===== src/rtl/morton_table_neighbor_search_macros.svh =====
// Assertion macros shared by the Morton table neighbour search RTL.
// Expects signals named clk and arst_n in the scope where a macro is used.
`ifndef MORTON_TABLE_NEIGHBOR_SEARCH_MACROS_SVH
`define MORTON_TABLE_NEIGHBOR_SEARCH_MACROS_SVH
`ifndef SYNTHESIS
// Property checked at every clock edge outside reset.
`define MTNS_ASSERT(label, prop, msg) \
	label: assert property (@(posedge clk) disable iff (!arst_n) prop) \
	else $error(msg);
// Condition in one cycle implies an expectation in the next.
`define MTNS_ASSERT_NEXT(label, cond, conseq, msg) \
	label: assert property (@(posedge clk) disable iff (!arst_n) cond |=> conseq) \
	else $error(msg);
`else
`define MTNS_ASSERT(label, prop, msg)
`define MTNS_ASSERT_NEXT(label, cond, conseq, msg)
`endif
`endif


===== src/rtl/mtns_pkg.sv =====
// Package for the Morton table neighbour search: sizes, codes, payload types.
// No dependencies; every other RTL file but the macros header uses it by scoped names.
package mtns_pkg;

	// Table and grid sizes.
	localparam int TABLE_DEPTH = 4096;
	localparam int AXIS_BITS   = 10;
	localparam int IDX_W       = $clog2(TABLE_DEPTH);
	localparam int COUNT_W     = IDX_W + 1;
	localparam int CODE_W      = 3 * AXIS_BITS;
	localparam int LIMIT_W     = AXIS_BITS + 1;
	localparam int CFG_W       = (COUNT_W > LIMIT_W) ? COUNT_W : LIMIT_W;
	localparam int CFG_IDX_W   = 2;
	localparam int OP_W        = 2;
	localparam int DIR_W       = 3;

	// Configuration register indexes.
	localparam logic [CFG_IDX_W-1:0] CFG_ENTRY_COUNT = 2'd0;
	localparam logic [CFG_IDX_W-1:0] CFG_AXIS_LIMIT  = 2'd1;
	localparam logic [CFG_IDX_W-1:0] CFG_LEAF_LAYER  = 2'd2;

	// Request operations.
	localparam logic [OP_W-1:0] OP_WRITE    = 2'd0;
	localparam logic [OP_W-1:0] OP_FIND     = 2'd1;
	localparam logic [OP_W-1:0] OP_NEIGHBOR = 2'd2;

	// Step directions: bits [2:1] select the axis, bit 0 set means a negative step.
	localparam logic [DIR_W-1:0] DIR_LAST = 3'd5;

	typedef enum logic [1:0] {
		ST_FOUND   = 2'd0,
		ST_OUTSIDE = 2'd1,
		ST_BLOCKED = 2'd2,
		ST_MISSING = 2'd3
	} status_t;

	typedef enum logic [2:0] {
		S_IDLE,
		S_FIND_RD,
		S_FIND_CMP,
		S_OWN_CHK,
		S_SCAN_RD,
		S_SCAN_CMP,
		S_DONE
	} state_t;

	typedef struct packed {
		logic [OP_W-1:0]   op;
		logic [IDX_W-1:0]  entry_index;
		logic [CODE_W-1:0] cell_code;
		logic              blocked_leaf;
		logic [DIR_W-1:0]  step_dir;
	} req_t;

	typedef struct packed {
		status_t          status;
		logic [IDX_W-1:0] found_index;
	} rsp_t;

	// One table entry as held in memory.
	typedef struct packed {
		logic              blocked;
		logic [CODE_W-1:0] code;
	} entry_t;

	typedef struct packed {
		logic             we;
		logic [IDX_W-1:0] addr;
		entry_t           entry;
	} ram_wr_t;

	// Result of stepping one cell from an entry's code.
	typedef struct packed {
		logic              outside;
		logic [CODE_W-1:0] target;
	} step_res_t;

	// Configuration as seen by the sequencer, already clamped.
	typedef struct packed {
		logic [COUNT_W-1:0] count;
		logic               leaf;
	} cfg_view_t;

endpackage


===== src/rtl/mtns_cell_step.sv =====
// Cell step unit: de-interleaves a Morton code, steps one cell, checks the grid
// limit and re-interleaves the result. Depends on mtns_pkg.
module mtns_cell_step (
	input  logic [mtns_pkg::CODE_W-1:0]  own,
	input  logic [mtns_pkg::DIR_W-1:0]   dir,
	input  logic [mtns_pkg::LIMIT_W-1:0] lim,
	output mtns_pkg::step_res_t          step
);

	logic [mtns_pkg::AXIS_BITS-1:0] coord [3];
	logic [mtns_pkg::LIMIT_W-1:0]   moved [3];
	logic [2:0]                     bad;
	logic [1:0]                     axis;
	logic                           neg;

	assign axis = dir[2:1];
	assign neg  = dir[0];

	// Split the code into its three coordinates.
	always_comb begin
		for (int a = 0; a < 3; a++) begin
			for (int b = 0; b < mtns_pkg::AXIS_BITS; b++) begin
				coord[a][b] = own[3*b + a];
			end
		end
	end

	// Step the selected axis and check every coordinate against the limit.
	always_comb begin
		for (int a = 0; a < 3; a++) begin
			moved[a] = {1'b0, coord[a]};
			bad[a]   = 1'b0;
			if (2'(a) == axis) begin
				if (neg) begin
					bad[a]   = (coord[a] == '0);
					moved[a] = {1'b0, coord[a]} - mtns_pkg::LIMIT_W'(1);
				end else begin
					moved[a] = {1'b0, coord[a]} + mtns_pkg::LIMIT_W'(1);
				end
			end
			if (moved[a] >= lim) begin
				bad[a] = 1'b1;
			end
		end
	end

	// Interleave the stepped coordinates back into a code.
	always_comb begin
		step.outside = |bad;
		for (int b = 0; b < mtns_pkg::AXIS_BITS; b++) begin
			for (int a = 0; a < 3; a++) begin
				step.target[3*b + a] = moved[a][b];
			end
		end
	end

endmodule


===== config.mk =====
export PLATFORM = sky130hd
export DESIGN_NAME = mtns_cell_step
export DESIGN_NICKNAME = d
export VERILOG_FILES = /design/src/rtl/morton_table_neighbor_search_macros.svh /design/src/rtl/mtns_pkg.sv /design/src/rtl/mtns_cell_step.sv
export SDC_FILE = /design/constraint.sdc
export NUM_CORES = 1
export LEC_CHECK = 0
export BUFFER_PORTS_ARGS = -buffer_cell sky130_fd_sc_hd__buf_2
export CAP_MARGIN = 20
export CORE_ASPECT_RATIO = 1.4
export CORE_MARGIN = 2
export CORE_UTILIZATION = 45
export DETAILED_ROUTE_END_ITERATION = 10
export PLACE_DENSITY = 0.74
export SLEW_MARGIN = 20
export SYNTH_ARGS = -nofsm -noshare
export SYNTH_HDL_FRONTEND = slang
export SYNTH_SLANG_ARGS = --single-unit

===== constraint.sdc =====
create_clock -name vclk -period 3.1
set_input_delay 0.31 -clock vclk [all_inputs]
set_output_delay 0.31 -clock vclk [all_outputs]
set_load 0.03 [all_outputs]

==> impl_metrics.ini <==
[finish]
fin_cells = 588
ff_latch_area_um2 = 0
seq_cells = 0
utilization = 0.772
syn_to_final_growth_pct = 65.4
clock_buffers = 0
antenna_cells = 0
nNetsFinal = 631
drive_above_1_share = 0.437

[global_routing]
use_met2 = 0.605
grt_pass1_wl_um = 14900
grt_max_degree = 15
met3_usage = 0.0337
grt_pass1_vias = 3479
grt-busiest-layer = met2
grtUsageTotal = 0.308
grt_util_met1 = 0.299
antenna_found_initial = 0
grt_overflow = 0

[floorplanning]
core_mm2 = 0.00520
fp.dieArea_mm2 = 0.00600
start_util = 0.467
pin_count = 75
fp-row-count = 31
die_h_um = 90.9
die_w_um = 66.0

[route]
wl_um = 9450
post_drt_wl_per_cell_um = 16.1
drt-pass1-iter-count = 4
antenna_left = 0
via_count = 3362
drc = 0
viasPerCell = 5.72
drt_iter0_drc = 135

[placed_design]
numPortBuffers = 75
gp_congestion = 0.949
dp.cells = 575
post-dp-hpwl_um = 7250

[critical_path]
cp.required_ns = 2.79
crit_slowest_cell = a222oi_1
crit_end = step[30]
path_buf_inv = 4
slowest_delay_ns = 0.29
crit_type = in -> out
path_cells = buf_12, buf_12, buf_12, ha_4, nand3_1, o211ai_1, o21ai_1, o21ai_1, mux2i_1, ha_1, a222oi_1, and3_1, o2111ai_2, a311oi_2, o211ai_1, buf_4
crit_cells = 16
cp_common_cell = buf_12
critical_path.startpoint = dir[0]
startpoint_type = input port
worstSetupEndpointType = output pin
arrival_ns = 3.32
critPathTopFamily = compound AO/OA/AOI/OAI gates
worstPathMaxFanout = 7

[sta]
slew_headroom = 0.724
tightestPinTransition_ns = 0.409
setup_viol = 1
setup_ws_ns = -0.529
min_period_ns = 3.63
rsz0062_at_grt = yes
min_period_over_period = 1.17
hold_viol_final = 0
timing.fmax_mhz = 276
finalMaxSlewViolations = 0

[synth]
syn_area_mm2 = 0.00242
synth.yosys.warnings = 0
synthDistinctLibCells = 46
avgSynthCellArea_um2 = 7.03
synthCells = 345
ys_seq_area_frac = 0
synth_nets = 452

[clock_tree]
cts_hold_buf = 0

[power_and_ir_drop]
power.density_mw_per_mm2 = 223
pwr-share-seq = 0
p_int_uw = 420
power_frac_clock = 0
p_sw_frac = 0.530
vdd_drop_max_mv = 0.107
comb_power_share = 1.000
total_leakage_power_uw = 0.00200
switching_power_uw = 474

[job]
drv_cap = 0

[hold_path]
min_path_type = in -> out

[status]
violations = negative setup slack
run_status = complete, but fails checks
-- area by class of cell --
type,count,area (µm²)
fill,388,1190
multi-input combinational,314,2560
inverter,25,98.8
timing repair buffer,183,1270
tap,66,82.6
-- power by group through the flow --
stage / sequential (µW) / combinational (µW) / clock (µW)
final: 0 / 895 / 0
after global routing: 0 / 971 / 0
after CTS: 0 / 860 / 0
after detailed placement: 0 / 782 / 0
after global placement: 0 / 758 / 0
after floorplan: 0 / 452 / 0
-- per-stage QoR --
stage                     total power [µW]  hold WS, ns  setup TNS [ns]  instance area [µm²]  worst slack (ns)
final                                  895         1.13          -0.529                 4010            -0.529
after floorplan                        452        0.794          -0.246                 2440            -0.246
after CTS                              860         1.14          -0.453                 3980            -0.453
after global placement                 758         1.11          -0.497                 3630            -0.497
after global routing                   971         1.17          -0.696                 4010            -0.696
after detailed placement               782         1.12          -0.601                 3630            -0.601
-- kinds of logic after synthesis --
group | synth area share
AO/OA/AOI/OAI | 0.277
XOR/XNOR | 0.0578
adder cells (fa/ha/maj) | 0.334
buffers and inverters | 0.0495
multiplexers | 0.00826
AND/OR/NAND/NOR | 0.273
-- cells in the final DEF, fill, tap and decap left out, types with 5 or more instances in the layout --
cell type	Yosys	routed
buf_2	3	73
nor4_1	7	7
inv_1	25	23
nand2_1	36	36
nand3_1	11	9
ha_1	60	48
nor2_1	20	19
nand2b_1	7	7
a211oi_1	11	8
a21oi_1	18	11
nor3b_1	12	12
xnor2_1	12	12
nand3b_1	5	5
o21ai_2	2	8
o21ai_1	4	12
a21o_1	9	9
ha_4	0	12
nand4_1	5	5
nor3_1	8	8
buf_4	0	104
o21ai_0	37	23
a21oi_2	0	7
-- timing repair --
item,4_1_cts,5_1_grt
pin swaps,24,5
endpoints found under the hold margin,0,0
cloned,1,0
setup endpoints to repair,1,1
gates resized for setup,44,7
setup buffers,11,1
-- metal layers --
layer	wire length [µm]	vias to the layer above	share of wire
met1	3560	1554	0.38
met3	395	36	0.042
met5	0	-	0
met2	5050	108	0.53
met4	439	0	0.046
li1	-	1664	-
-- cells in the mapped netlist, drive strengths merged --
cell     instances  share of area
nor2b            2         0.0052
nor4b            2         0.0072
a311oi           1         0.0036
buf              4         0.0077
inv             25          0.039
or2              2         0.0052
a22oi            1         0.0031
a21o             9          0.028
a21oi           18          0.037
nand2           36          0.056
fa               3          0.025
o2111ai          3          0.011
clkbuf           2         0.0031
xor2             4          0.014
and3             1         0.0026
and2             1         0.0026
o211ai           4          0.012
ha              60           0.31
a211oi          11          0.034
and2b            1         0.0031
a22o             2         0.0072
nor3             8          0.017
o21ai           43          0.092
nand4            5          0.013
nor4             7          0.018
a221oi           2         0.0072
nand2b           7          0.018
a311o            1         0.0046
o21a             3         0.0093
nor3b           13          0.042
a222oi           1         0.0041
nand3           11          0.023
nor2            20          0.031
o31ai            3         0.0093
mux2i            2         0.0083
o21bai           2         0.0062
nand3b           5          0.015
xnor2           12          0.043
a31oi            2         0.0052
a21boi           1         0.0031
or3              2         0.0052
or4              3         0.0093
-- worst min path at each step --
stage / startpoint / endpoint / slack (ns) / depth (start not counted)
3_5_place_dp: own[0] / step[0] / 1.12 / 4
5_1_grt: own[0] / step[0] / 1.17 / 4
2_1_floorplan: own[20] / step[20] / 0.79 / 2
4_1_cts: own[0] / step[0] / 1.14 / 4
6_report: own[0] / step[0] / 1.13 / 4
3_3_place_gp: own[2] / step[2] / 1.11 / 4
Power figures use the tool's default switching activity.
