File: src/rtl/morton_table_neighbor_search_macros.svh
// Assertion macros shared by the Morton table neighbour search RTL.
// Expects signals named clk and arst_n in the scope where a macro is used.
`ifndef MORTON_TABLE_NEIGHBOR_SEARCH_MACROS_SVH
`define MORTON_TABLE_NEIGHBOR_SEARCH_MACROS_SVH
`ifndef SYNTHESIS
// Property checked at every clock edge outside reset.
`define MTNS_ASSERT(label, prop, msg) \
	label: assert property (@(posedge clk) disable iff (!arst_n) prop) \
	else $error(msg);
// Condition in one cycle implies an expectation in the next.
`define MTNS_ASSERT_NEXT(label, cond, conseq, msg) \
	label: assert property (@(posedge clk) disable iff (!arst_n) cond |=> conseq) \
	else $error(msg);
`else
`define MTNS_ASSERT(label, prop, msg)
`define MTNS_ASSERT_NEXT(label, cond, conseq, msg)
`endif
`endif

File: src/rtl/mtns_pkg.sv
// Package for the Morton table neighbour search: sizes, codes, payload types.
// No dependencies; every other RTL file but the macros header uses it by scoped names.
package mtns_pkg;

	// Table and grid sizes.
	localparam int TABLE_DEPTH = 4096;
	localparam int AXIS_BITS   = 10;
	localparam int IDX_W       = $clog2(TABLE_DEPTH);
	localparam int COUNT_W     = IDX_W + 1;
	localparam int CODE_W      = 3 * AXIS_BITS;
	localparam int LIMIT_W     = AXIS_BITS + 1;
	localparam int CFG_W       = (COUNT_W > LIMIT_W) ? COUNT_W : LIMIT_W;
	localparam int CFG_IDX_W   = 2;
	localparam int OP_W        = 2;
	localparam int DIR_W       = 3;

	// Configuration register indexes.
	localparam logic [CFG_IDX_W-1:0] CFG_ENTRY_COUNT = 2'd0;
	localparam logic [CFG_IDX_W-1:0] CFG_AXIS_LIMIT  = 2'd1;
	localparam logic [CFG_IDX_W-1:0] CFG_LEAF_LAYER  = 2'd2;

	// Request operations.
	localparam logic [OP_W-1:0] OP_WRITE    = 2'd0;
	localparam logic [OP_W-1:0] OP_FIND     = 2'd1;
	localparam logic [OP_W-1:0] OP_NEIGHBOR = 2'd2;

	// Step directions: bits [2:1] select the axis, bit 0 set means a negative step.
	localparam logic [DIR_W-1:0] DIR_LAST = 3'd5;

	typedef enum logic [1:0] {
		ST_FOUND   = 2'd0,
		ST_OUTSIDE = 2'd1,
		ST_BLOCKED = 2'd2,
		ST_MISSING = 2'd3
	} status_t;

	typedef enum logic [2:0] {
		S_IDLE,
		S_FIND_RD,
		S_FIND_CMP,
		S_OWN_CHK,
		S_SCAN_RD,
		S_SCAN_CMP,
		S_DONE
	} state_t;

	typedef struct packed {
		logic [OP_W-1:0]   op;
		logic [IDX_W-1:0]  entry_index;
		logic [CODE_W-1:0] cell_code;
		logic              blocked_leaf;
		logic [DIR_W-1:0]  step_dir;
	} req_t;

	typedef struct packed {
		status_t          status;
		logic [IDX_W-1:0] found_index;
	} rsp_t;

	// One table entry as held in memory.
	typedef struct packed {
		logic              blocked;
		logic [CODE_W-1:0] code;
	} entry_t;

	typedef struct packed {
		logic             we;
		logic [IDX_W-1:0] addr;
		entry_t           entry;
	} ram_wr_t;

	// Result of stepping one cell from an entry's code.
	typedef struct packed {
		logic              outside;
		logic [CODE_W-1:0] target;
	} step_res_t;

	// Configuration as seen by the sequencer, already clamped.
	typedef struct packed {
		logic [COUNT_W-1:0] count;
		logic               leaf;
	} cfg_view_t;

endpackage

File: src/rtl/mtns_search_fsm.sv
// Sequencer for writes, binary search and linear neighbour scan, with one shared
// code comparator on the memory read data. Depends on mtns_pkg and the macros header.
`include "morton_table_neighbor_search_macros.svh"

module mtns_search_fsm (
	input  logic                          clk,
	input  logic                          arst_n,
	input  logic                          req_valid,
	output logic                          req_ready,
	input  mtns_pkg::req_t                req,
	output logic                          rsp_valid,
	input  logic                          rsp_ready,
	output mtns_pkg::rsp_t                rsp,
	input  mtns_pkg::cfg_view_t           cfg,
	output mtns_pkg::ram_wr_t             ram_wr,
	output logic [mtns_pkg::IDX_W-1:0]    ram_raddr,
	input  mtns_pkg::entry_t              ram_rdata,
	output logic [mtns_pkg::DIR_W-1:0]    dir,
	input  mtns_pkg::step_res_t           step
);

	mtns_pkg::state_t state_q, state_d;

	logic [mtns_pkg::CODE_W-1:0]  key_q;
	logic [mtns_pkg::IDX_W-1:0]   idx_q;
	logic [mtns_pkg::DIR_W-1:0]   dir_q;
	logic [mtns_pkg::COUNT_W-1:0] lo_q;
	logic [mtns_pkg::COUNT_W-1:0] hiex_q;
	logic [mtns_pkg::IDX_W-1:0]   mid_q;
	logic                         down_q;
	mtns_pkg::status_t            status_q;
	logic [mtns_pkg::IDX_W-1:0]   index_q;

	mtns_pkg::status_t            fin_status;
	logic [mtns_pkg::IDX_W-1:0]   fin_index;
	logic [mtns_pkg::COUNT_W:0]   mid_sum;
	logic [mtns_pkg::IDX_W-1:0]   mid;
	logic [mtns_pkg::CODE_W-1:0]  cmp_key;
	logic                         rd_lt;
	logic                         rd_eq;
	logic                         rd_gt;
	logic                         walk_down;
	logic                         at_end;
	logic [mtns_pkg::COUNT_W-1:0] idx_inc;
	logic [mtns_pkg::COUNT_W-1:0] idx_ext;
	logic [mtns_pkg::IDX_W-1:0]   idx_next;
	logic [mtns_pkg::COUNT_W-1:0] start_ext;
	logic                         wr_in_range;
	logic                         passed;

	// Binary search midpoint over the half-open range [lo, hiex).
	assign mid_sum = {1'b0, lo_q} + {1'b0, hiex_q} - (mtns_pkg::COUNT_W + 1)'(1);
	assign mid     = mid_sum[mtns_pkg::IDX_W:1];

	// Shared comparator: read entry against the search key or the fresh step target.
	assign cmp_key = (state_q == mtns_pkg::S_OWN_CHK) ? step.target : key_q;
	assign rd_lt   = ram_rdata.code < cmp_key;
	assign rd_eq   = ram_rdata.code == cmp_key;
	assign rd_gt   = !rd_lt && !rd_eq;

	// Scan bookkeeping; on the first check the direction comes straight from the compare.
	assign walk_down = (state_q == mtns_pkg::S_OWN_CHK) ? rd_gt : down_q;
	assign idx_ext   = {1'b0, idx_q};
	assign idx_inc   = idx_ext + mtns_pkg::COUNT_W'(1);
	assign at_end    = walk_down ? (idx_q == '0) : (idx_inc == cfg.count);
	assign idx_next  = walk_down ? (idx_q - mtns_pkg::IDX_W'(1)) : (idx_q + mtns_pkg::IDX_W'(1));
	assign passed    = walk_down ? rd_lt : rd_gt;

	assign start_ext   = {1'b0, req.entry_index};
	assign wr_in_range = start_ext < mtns_pkg::COUNT_W'(mtns_pkg::TABLE_DEPTH);

	// Next state and the result to capture on entry to the response state.
	always_comb begin
		state_d    = state_q;
		fin_status = mtns_pkg::ST_MISSING;
		fin_index  = '0;
		unique case (state_q)
			mtns_pkg::S_IDLE: begin
				if (req_valid) begin
					priority if (req.op == mtns_pkg::OP_WRITE) begin
						state_d = mtns_pkg::S_DONE;
						if (wr_in_range) begin
							fin_status = mtns_pkg::ST_FOUND;
							fin_index  = req.entry_index;
						end
					end else if (req.op == mtns_pkg::OP_FIND) begin
						state_d = mtns_pkg::S_FIND_RD;
					end else if (req.op == mtns_pkg::OP_NEIGHBOR &&
							req.step_dir <= mtns_pkg::DIR_LAST &&
							start_ext < cfg.count) begin
						state_d = mtns_pkg::S_OWN_CHK;
					end else begin
						state_d = mtns_pkg::S_DONE;
					end
				end
			end
			mtns_pkg::S_FIND_RD: begin
				if (lo_q >= hiex_q) begin
					state_d = mtns_pkg::S_DONE;
				end else begin
					state_d = mtns_pkg::S_FIND_CMP;
				end
			end
			mtns_pkg::S_FIND_CMP: begin
				if (rd_eq) begin
					state_d    = mtns_pkg::S_DONE;
					fin_status = mtns_pkg::ST_FOUND;
					fin_index  = mid_q;
				end else begin
					state_d = mtns_pkg::S_FIND_RD;
				end
			end
			mtns_pkg::S_OWN_CHK: begin
				if (step.outside) begin
					state_d    = mtns_pkg::S_DONE;
					fin_status = mtns_pkg::ST_OUTSIDE;
				end else if (at_end) begin
					state_d = mtns_pkg::S_DONE;
				end else begin
					state_d = mtns_pkg::S_SCAN_RD;
				end
			end
			mtns_pkg::S_SCAN_RD: begin
				state_d = mtns_pkg::S_SCAN_CMP;
			end
			mtns_pkg::S_SCAN_CMP: begin
				if (rd_eq) begin
					state_d = mtns_pkg::S_DONE;
					if (cfg.leaf && ram_rdata.blocked) begin
						fin_status = mtns_pkg::ST_BLOCKED;
					end else begin
						fin_status = mtns_pkg::ST_FOUND;
						fin_index  = idx_q;
					end
				end else if (passed || at_end) begin
					state_d = mtns_pkg::S_DONE;
				end else begin
					state_d = mtns_pkg::S_SCAN_RD;
				end
			end
			mtns_pkg::S_DONE: begin
				if (rsp_ready) begin
					state_d = mtns_pkg::S_IDLE;
				end
			end
			default: begin
				state_d = mtns_pkg::S_IDLE;
			end
		endcase
	end

	// Handshake, memory address and write port.
	always_comb begin
		req_ready = (state_q == mtns_pkg::S_IDLE);
		rsp_valid = (state_q == mtns_pkg::S_DONE);
		unique case (state_q)
			mtns_pkg::S_FIND_RD: ram_raddr = mid;
			mtns_pkg::S_SCAN_RD: ram_raddr = idx_q;
			default:             ram_raddr = req.entry_index;
		endcase
		ram_wr.we    = (state_q == mtns_pkg::S_IDLE) && req_valid &&
			(req.op == mtns_pkg::OP_WRITE) && wr_in_range;
		ram_wr.addr  = req.entry_index;
		ram_wr.entry = '{blocked: req.blocked_leaf, code: req.cell_code};
	end

	assign dir             = dir_q;
	assign rsp.status      = status_q;
	assign rsp.found_index = index_q;

	// State register.
	always_ff @(posedge clk or negedge arst_n) begin
		if (!arst_n) begin
			state_q <= mtns_pkg::S_IDLE;
		end else begin
			state_q <= state_d;
		end
	end

	// Working registers of the search.
	always_ff @(posedge clk) begin
		if (state_q == mtns_pkg::S_IDLE && req_valid) begin
			key_q  <= req.cell_code;
			idx_q  <= req.entry_index;
			dir_q  <= req.step_dir;
			lo_q   <= '0;
			hiex_q <= cfg.count;
		end
		if (state_q == mtns_pkg::S_FIND_RD) begin
			mid_q <= mid;
		end
		if (state_q == mtns_pkg::S_FIND_CMP && !rd_eq) begin
			if (rd_lt) begin
				lo_q <= {1'b0, mid_q} + mtns_pkg::COUNT_W'(1);
			end else begin
				hiex_q <= {1'b0, mid_q};
			end
		end
		if (state_q == mtns_pkg::S_OWN_CHK) begin
			key_q  <= step.target;
			down_q <= rd_gt;
		end
		if (state_q == mtns_pkg::S_OWN_CHK || state_q == mtns_pkg::S_SCAN_CMP) begin
			idx_q <= idx_next;
		end
		if (state_d == mtns_pkg::S_DONE && state_q != mtns_pkg::S_DONE) begin
			status_q <= fin_status;
			index_q  <= fin_index;
		end
	end

	// A new request is never taken while a response is still waiting.
	`MTNS_ASSERT(a_ready_excl, req_ready |-> !rsp_valid, "request taken while a response waits")
	// The table is written only by an accepted write request.
	`MTNS_ASSERT(a_write_src, ram_wr.we |-> (req_valid && req_ready && req.op == mtns_pkg::OP_WRITE), "table written outside a write request")
	// Every response other than found carries index zero.
	`MTNS_ASSERT(a_miss_zero, (rsp_valid && rsp.status != mtns_pkg::ST_FOUND) |-> (rsp.found_index == '0), "non-zero index on a miss")
	// The scan never reads past the live part of the table.
	`MTNS_ASSERT(a_scan_range, (state_q == mtns_pkg::S_SCAN_RD) |-> (idx_ext < cfg.count), "scan index beyond entry count")
	// A table write is answered as found in the next cycle.
	`MTNS_ASSERT_NEXT(a_write_rsp, ram_wr.we, (rsp_valid && rsp.status == mtns_pkg::ST_FOUND), "write not acknowledged")

endmodule

File: config.mk
export PLATFORM = sky130hd
export DESIGN_NAME = mtns_search_fsm
export DESIGN_NICKNAME = d
export VERILOG_FILES = /design/src/rtl/mtns_pkg.sv /design/src/rtl/mtns_search_fsm.sv
export VERILOG_INCLUDE_DIRS = /design/src /design/src/rtl
export SDC_FILE = /design/constraint.sdc
export NUM_CORES = 1
export LEC_CHECK = 0
export BUFFER_PORTS_ARGS = -buffer_cell sky130_fd_sc_hd__buf_2
export CORE_AREA = 5 5 96 188
export DETAILED_ROUTE_END_ITERATION = 16
export DIE_AREA = 0 0 101 193
export PLACE_DENSITY = 0.83
export RECOVER_POWER = 100
export SETUP_SLACK_MARGIN = 0.15
export SYNTH_ARGS = -nofsm -noshare
export SYNTH_HDL_FRONTEND = slang
export SYNTH_SLANG_ARGS = --single-unit
File: constraint.sdc
create_clock -name clk -period 6.4 [get_ports clk]
set_clock_uncertainty 0.05 [all_clocks]
set_input_delay 0.96 -clock clk [delete_from_list [all_inputs] [get_ports clk]]
set_output_delay 0.96 -clock clk [all_outputs]
set_load 0.1 [all_outputs]
==> out/metrics.yaml <==
status:
  outcome: "finished, violations left"
  violations: "capacitance limit, slew limit"
cells_and_area:
  final_common_cell: "nand2_1"
  final_cell_area_sq_um: 9140
  final_nets: 1315
  final_cells: 1307
  diodes: 0
  final_cell_mix: "nand2_1 (160), buf_2 (124), ha_1 (90)"
  drive_above_1_share: 0.139
  syn_to_final_growth_pct: 12.8
clocking:
  cts_sinks: 101
  clk_pin_slew_ns: 0.07
  clk_latency_ns: 0.36
  cts_buffers: 9
  clockRootBuffer: "clkbuf_16"
  h-tree-depth: 3
  cts.path.max_buffers: 2
  cts_tree: "built"
pwr:
  ir_worst_vdd_mv: 0.462
  swShare: 0.551
  power_switching_mw: 3.09
  p_int_mw: 2.52
  combPwrFrac: 0.649
  power_density_nw_per_um2: 615
  clkPwrFrac: 0.105
  p_leak_nw: 4.25
  seqPwrFrac: 0.246
synth:
  yosys_warnings: 0
  synth_cell_types: 62
  syn_area_per_cell_sq_um: 8.49
  yosys_register_bits: 101
  syn_nets: 1174
  synth_edf_count: 71
  synth_ff_type: "edfxtp_1"
  synth_area_sq_um: 8100
  synth-async-reset-ratio: 0.0297
  synth-seq-area-share: 0.339
  syn_inst: 954
worst_setup_path:
  criticalPathCategory: "flip-flop to flip-flop"
  crit_required_ns: 6.38
  cp-end-kind: "flip-flop"
  r2r_slack_ns: 0.72
  crit_arrival_ns: 5.66
  worst-path-max-fanout: 33
  cp-start-kind: "flip-flop"
route:
  met2WireLength_um: 11800
  route.detailed.drc: 0
  routed_wl_um: 23900
  drtAntennaViolNets: 0
  maxUsedRoutingLayer: "met4"
  drt-met1-wl_um: 9360
  viasPerCell: 5.74
  wl_met3_um: 2080
  first_iter_violations: 501
  wl_per_cell_um: 18.3
  num_vias: 7505
  drt-pass1-iter-count: 8
grt:
  antenna_found_initial: 0
  grt_pass1_wl_um: 36400
  grt_usage: 0.237
  grt_pass1_vias: 7265
  grt_max_degree: 53
  grt.overflow.total: 0
placement:
  post-place-ws_ns: 0.644
  dp.cells: 1291
  port_buffers: 200
  gp_congestion: 0.957
  dpl_cell_area_sq_um: 8960
  hpwl_um: 18700
floorplan:
  die_w_um: 101
  start_util: 0.490
  coreArea_sq_um: 16500
  fp-row-count: 67
  die-area_sq_um: 19500
  ios: 203
  die_h_um: 193
sta:
  timing.setup.tns_ns: 0
  relSlewSlack: -0.588
  max_freq_mhz: 176
  fin_hold_ws_ns: 0.347
  finalSetupViolations: 0
  rsz0062_at_grt: "no"
  period_share: 0.888
  drv_slew: 44
  layout_setup_ws_ns: 0.719
  finalHoldViolations: 0
  worst_pin_slew_ns: 2.36
  fin_crit_ns: 5.68
min_path:
  min_path_type: "input pin to async pin"
flow_run:
  cap_viol_max_count: 2
## kinds of logic (layout without fill, tap and decap cells)
logic type	count (synthesis)	after routing	share of synthesized area
and+or+nand+nor	311	311	0.172
AOI/OAI and AO/OA	233	233	0.191
buffers and inverters	169	315	0.0998
DFF	101	101	0.339
adders and majority gates	92	92	0.144
xor gates and xnor gates	44	44	0.0485
muxes	4	4	0.00525
## registers in the layout (all words and copies together), names as in the netlist
signal and flops:
index_q 12, down_q 1, mid_q 12, status_q 2, dir 3, key_q 30, lo_q 13, hiex_q 13
state_q 3, idx_q 12
## layout make-up
class | count | area (sq um)
Sequential cell | 101 | 2750
Timing Repair Buffer | 210 | 952
Multi-Input combinational cell | 684 | 4530
Clock buffer | 12 | 258
Fill cell | 1554 | 7380
Inverter | 89 | 334
Clock inverter | 4 | 55.1
Tap cell | 207 | 259
## layer usage
metal,vias to the layer above,GRT usage
met5,-,0
met3,48,0.0403
met4,0,0.0814
li1,3607,-
met1,3485,0.298
met2,365,0.407
## synthesized netlist by cell type, types with 6 or more instances
cell | n | area [sq um]
xor2_1 | 20 | 175
buf_2 | 10 | 50.1
nor4_1 | 6 | 37.5
o21ai_0 | 39 | 195
a22oi_1 | 7 | 52.6
nor2_1 | 57 | 214
and3_1 | 10 | 62.6
nand2_1 | 161 | 604
a21oi_1 | 69 | 345
ha_1 | 90 | 1130
dfxtp_1 | 27 | 541
xnor2_1 | 23 | 201
clkbuf_1 | 27 | 101
nor3_1 | 18 | 90.1
a222oi_1 | 12 | 120
buf_4 | 43 | 323
o31ai_1 | 11 | 82.6
a21boi_0 | 31 | 233
inv_1 | 87 | 327
a21o_1 | 16 | 120
a22o_1 | 6 | 52.6
edfxtp_1 | 71 | 2130
nand3_1 | 18 | 90.1
nand4_1 | 14 | 87.6
## critical path, stage by stage (launching register included)
cell and delay (ns):
dfrtp_1 0.48, nor2b_2 0.37, and2_0 0.17, buf_4 0.34
nand2_1 0.13, a21boi_0 0.15, ha_1 0.34, nand4_1 0.19
nor4_2 0.09, and3_1 0.36, a2111oi_0 1.19, nor4_1 0.17
and4_1 0.31, a311oi_1 0.57, a211oi_2 0.09, clkbuf_2 0.33
## power groups by stage
| stage | Combinational, mW | Clock (mW) | Sequential, mW |
|---|---|---|---|
| 3_5_place_dp | 3.65 | 0 | 1.37 |
| 5_1_grt | 3.96 | 0.619 | 1.40 |
| 6_report | 3.65 | 0.591 | 1.38 |
| 3_3_place_gp | 3.56 | 0 | 1.37 |
| 2_1_floorplan | 2.69 | 0 | 1.50 |
| 4_1_cts | 3.68 | 0.593 | 1.36 |
## worst paths after layout
path,cells after the start,endpoint,start
hold reg to reg,2,lo_q[0],lo_q[0]
min in group clk,2,lo_q[0],lo_q[0]
hold / removal,1,state_q[0],arst_n
max in group asynchronous,1,state_q[1],arst_n
setup reg to reg,15,index_q[3],state_q[1]
setup / recovery,15,index_q[3],state_q[1]
## metrics by stage
step           power [mW]   util
6_report             5.62  0.553
5_1_grt              5.98  0.553
4_1_cts              5.63  0.561
3_5_place_dp         5.02  0.543
3_3_place_gp         4.92  0.543
2_1_floorplan        4.20      -
## timing repair
item	CTS	global route
resized for setup	0	2
hold buffers	0	0
endpoints found under the setup margin	0	2
setup buffers	0	0
(Power assumes the default switching activity.)
